[src/wdis_pkg.sv]
`timescale 1ns / 1ps

package wdis_pkg;

  // store sizes; the port widths are drawn for these values
  localparam int MAX_CELLS       = 1024;
  localparam int MAX_FACES       = 4;
  localparam int MAX_FACE_POINTS = 8;

  // request operation codes
  typedef enum logic [2:0] {
    OP_WR_STATUS = 3'd0,
    OP_WR_NBR    = 3'd1,
    OP_WR_MASK   = 3'd2,
    OP_SCAN      = 3'd3,
    OP_CLEAR     = 3'd4
  } op_t;

  // configuration register indexes
  localparam logic [1:0] CFG_FACE_COUNT      = 2'd0;
  localparam logic [1:0] CFG_POINTS_PER_FACE = 2'd1;
  localparam logic [1:0] CFG_POINTS_PER_CELL = 2'd2;

  // configuration reset values
  localparam logic [2:0] FACE_COUNT_RST      = 3'd3;
  localparam logic [3:0] POINTS_PER_FACE_RST = 4'd2;
  localparam logic [6:0] POINTS_PER_CELL_RST = 7'd3;

  // status code of a wet cell
  localparam logic [2:0] WET_CODE = 3'd4;

  // scan sequencer states
  typedef enum logic [2:0] {
    S_IDLE,
    S_CHK,
    S_NB_RD,
    S_NB_CHK,
    S_DRY_CHK,
    S_BK,
    S_EM_START,
    S_EM
  } state_t;

  // one result on its way to the output register
  typedef struct packed {
    logic        valid;
    logic [10:0] wet_cell;
    logic [2:0]  wet_face;
    logic [10:0] dry_cell;
    logic [2:0]  dry_face;
    logic        found;
    logic [2:0]  slot;
    logic [16:0] base;
    logic [11:0] ifn;
    logic [10:0] wet_total;
    logic        last;
  } emit_req_t;

endpackage

[src/wdis_emit.sv]
`timescale 1ns / 1ps

module wdis_emit (
  input  logic                clk,
  input  logic                rst_n,
  input  wdis_pkg::emit_req_t em,
  input  logic [6:0]          mask_node,
  output logic                out_strobe,
  output logic [10:0]         out_wet_cell,
  output logic [2:0]          out_wet_face,
  output logic [10:0]         out_dry_cell,
  output logic [2:0]          out_dry_face,
  output logic                out_back_face_found,
  output logic [2:0]          out_point_slot,
  output logic [16:0]         out_global_node,
  output logic [11:0]         out_interface_number,
  output logic [10:0]         out_wet_total,
  output logic                out_last
);

  import wdis_pkg::*;

  logic        strobe_r;
  logic [10:0] wet_cell_r;
  logic [2:0]  wet_face_r;
  logic [10:0] dry_cell_r;
  logic [2:0]  dry_face_r;
  logic        found_r;
  logic [2:0]  slot_r;
  logic [16:0] node_r;
  logic [11:0] ifn_r;
  logic [10:0] wet_total_r;
  logic        last_r;

  // strobe: one cycle per result
  always_ff @(posedge clk) begin
    if (!rst_n) begin
      strobe_r <= 1'b0;
    end else begin
      strobe_r <= em.valid;
    end
  end

  // result register; node = cell base + mask node from the RAM
  always_ff @(posedge clk) begin
    if (em.valid) begin
      wet_cell_r  <= em.wet_cell;
      wet_face_r  <= em.wet_face;
      dry_cell_r  <= em.dry_cell;
      dry_face_r  <= em.dry_face;
      found_r     <= em.found;
      slot_r      <= em.slot;
      node_r      <= em.base + 17'(mask_node);
      ifn_r       <= em.ifn;
      wet_total_r <= em.wet_total;
      last_r      <= em.last;
    end
  end

  assign out_strobe           = strobe_r;
  assign out_wet_cell         = wet_cell_r;
  assign out_wet_face         = wet_face_r;
  assign out_dry_cell         = dry_cell_r;
  assign out_dry_face         = dry_face_r;
  assign out_back_face_found  = found_r;
  assign out_point_slot       = slot_r;
  assign out_global_node      = node_r;
  assign out_interface_number = ifn_r;
  assign out_wet_total        = wet_total_r;
  assign out_last             = last_r;

endmodule

[config.mk]
export PLATFORM = sky130hd
export DESIGN_NAME = wdis_emit
export DESIGN_NICKNAME = d
export VERILOG_FILES = /design/src/wdis_pkg.sv /design/src/wdis_emit.sv
export SDC_FILE = /design/constraint.sdc
export NUM_CORES = 1
export LEC_CHECK = 0
export BUFFER_PORTS_ARGS = -buffer_cell sky130_fd_sc_hd__buf_2
export CORE_ASPECT_RATIO = 2
export CORE_MARGIN = 2
export CORE_UTILIZATION = 43
export DETAILED_ROUTE_END_ITERATION = 8
export PLACE_DENSITY = 0.81
export SLEW_MARGIN = 25
export SYNTH_ARGS = -nofsm -noshare
export SYNTH_HDL_FRONTEND = slang
export SYNTH_SLANG_ARGS = --single-unit
[constraint.sdc]
create_clock -name clk -period 2.5 [get_ports clk]
set_clock_uncertainty 0.05 [all_clocks]
set_input_delay 0.375 -clock clk [delete_from_list [all_inputs] [get_ports clk]]
set_output_delay 0.375 -clock clk [all_outputs]
set_load 0.1 [all_outputs]
==> reports/metrics.cfg <==
[outcome]
status=completed

[yosys]
synth_edf_count=73
synthArstFlopShare=0
syn_nets=220
synth_commonest_cells=edfxtp_1 (73), xor2_1 (8), ha_1 (7), xnor2_1 (7), nand3_1 (6)
syn_inst=129
dominantRegCellSynth=edfxtp_1
yosys.area.top_type=edfxtp_1
yosysWarnings=0
synth_top_area_frac=0.8268
avgSynthCellArea_um2=20.55
yosys-top-cells-area=edfxtp_1 (83%), ha_1 (3.3%), xor2_1 (2.6%)
netlist-cell-type-count=24
netlist_area_mm2=0.002651
ys_seq_elements=74
synth_seq_area_share=0.8344
yosysMostFrequentCell=edfxtp_1

[finish]
instances_no_fill=365
drive_above_1_share=0.5762
fin_area_mm2=0.003846
syn_to_final_growth_pct=45.07
diodes=0
finalNetCount=389

[cts]
cts_root_buf=clkbuf_16
h-tree-depth=3
ctsResizeCount=0
cts-buffers-inserted=9
ctsHoldBuffers=0
post_cts_buffers=0
cts_tree=done
cts.clk_slew.worst_paths_ns=0.05
cts.sinks=74
cts_buffer_depth=2

[critical_path]
slowest_stage=fa_1
critical_path_class=input pin to register
required_ns=2.50
crit_path_max_fanout=4
crit_arrival_ns=2.10
slowest_delay_ns=0.44
worst_setup_path_start_kind=input pin
end_kind=register
cp_cell_sequence=buf_2 -> ha_1 -> fa_1 -> a211oi_1 -> o21ai_2 -> a21oi_2 -> buf_4 -> nor4b_2 -> xor2_1

[placed_design]
place_area_mm2=0.003538
dp_cells=350
place_congestion=0.8158
port_buffers=156

[job]
maxCapViolCount=0

[power_and_ir_drop]
power.internal_mw=2.507
p_per_area_mw_per_mm2=1008
p_total_mw=3.875
combPwrFrac=0.275
irDropWorstVdd_mv=0.6168
switchingPower_mw=1.369
p_leak_nw=1.687
clkPwrFrac=0.335
switching_share=0.3532
power.share.sequential=0.390

[min_path]
min_from=em[70]
worst_hold_path.num_cells=1
whs_endpoint=out_wet_cell[8]$_DFFE_PP_
hold_class=input pin to register

[timing]
fin_crit_sh=0.8392
setup_tns_ns=0
tightest_slew_ns=0.5119
min_period_ns=2.098
maxSlewHeadroom=0.6611
rsz0062_at_grt=no
setup_violations=0
fmax_mhz=476.6
hold_viol=0
drv_slew=0

[routing]
postRouteWirelength_um=5834
drc=0
firstDrtPassIters=4
viasPerCell=4.882
post_drt_wl_per_cell_um=15.98
num_vias=1782
drtIter0Drc=74
postRouteAntennaNets=0

[die]
die_w_um=59.53
num_rows=40
fp.dieH_um=115.0
ios=157
core-area_mm2=0.006006
start_util=0.4415
dieArea_mm2=0.006848

[grt]
grt_pass1_vias=1825
antenna_found_initial=1
gr-usage-all-layers=0.1739
grt_max_degree=75
grt_overflow=0
grt_pass1_wl_um=8376

state kept, by name, indices dropped and copies added (netlist names), 3 cells and up:
signal,cells
out_global_node,17
out_dry_face,3
out_wet_face,3
out_point_slot,3
out_interface_number,12
out_wet_cell,11
out_wet_total,11
out_dry_cell,11
worst max-delay path: cells and delay by family:
kind	cells	cell delay [ns]
buf+inv	2	0.24
xor+xnor	1	0.15
simple gates	1	0.05
fa+ha+maj	2	0.67
compound gates	3	0.62
power by group through the flow:
stage	logic, mW	clock network [mW]	registers (mW)
2_1_floorplan	0.0719	0	2.32
3_3_place_gp	1.06	0	1.53
3_5_place_dp	1.07	0	1.54
4_1_cts	1.07	1.33	1.51
5_1_grt	1.09	1.38	1.52
6_report	1.06	1.30	1.51
layout by cell type, fill, tap and decap left out, drive strengths merged, types with 3 or more instances in the layout:
master / n
clkbuf: 9
edfxtp: 73
nand3: 6
a21oi: 5
xor2: 8
nor2: 3
o21ai: 3
xnor2: 7
buf: 158
ha: 7
kinds of logic (layout without fill, tap and decap cells):
family,after synthesis,count (layout),share of synthesized area
adder cells (fa/ha/maj),8,8,0.04058
XOR/XNOR,15,15,0.04955
AO/OA/AOI/OAI,15,15,0.03822
buffers and inverters,1,174,0.001414
flip-flops,74,74,0.8344
AND/OR/NAND/NOR,16,16,0.03587
metrics by stage:
stage | setup slack, ns | utilization | hold WS [ns]
final | 0.4019 | 0.6404 | 0.1739
after global routing | 0.3093 | 0.6404 | 0.1600
after CTS | 0.4245 | 0.6404 | 0.1598
after detailed placement | 0.09384 | 0.5892 | 0.5032
after global placement | 0.1622 | 0.5892 | 0.5016
after floorplan | 0.2553 | - | 0.4239
routing by layer:
layer | vias up | share of wire | GRT usage
met5 | - | 0.0019 | 0
met4 | 2 | 0.036 | 0.1156
met3 | 19 | 0.086 | 0.06412
met2 | 93 | 0.57 | 0.3121
met1 | 827 | 0.31 | 0.1512
li1 | 841 | - | -
worst max path at each step:
stage | startpoint | cells past startpoint | slack [ns] | endpoint
finish | em[24] | 9 | 0.40 | out_global_node[16]$_DFFE_PP_
global placement | em[24] | 8 | 0.16 | out_global_node[14]$_DFFE_PP_
floorplan | em[24] | 7 | 0.26 | out_global_node[14]$_DFFE_PP_
detailed placement | em[24] | 8 | 0.09 | out_global_node[14]$_DFFE_PP_
global route | em[24] | 9 | 0.31 | out_global_node[16]$_DFFE_PP_
CTS | em[24] | 9 | 0.42 | out_global_node[16]$_DFFE_PP_
layout make-up:
| type | count | area [µm²] |
|---|---|---|
| sequential | 74 | 2212 |
| fill | 455 | 2160 |
| timing repair buffer | 158 | 808.3 |
| multi-input combinational | 54 | 435.4 |
| clock buffer | 9 | 225.2 |
| clock inverter | 6 | 82.58 |
| tap | 63 | 78.83 |
| inverter | 1 | 3.754 |
Note: power is estimated with default switching activity, not from simulation.
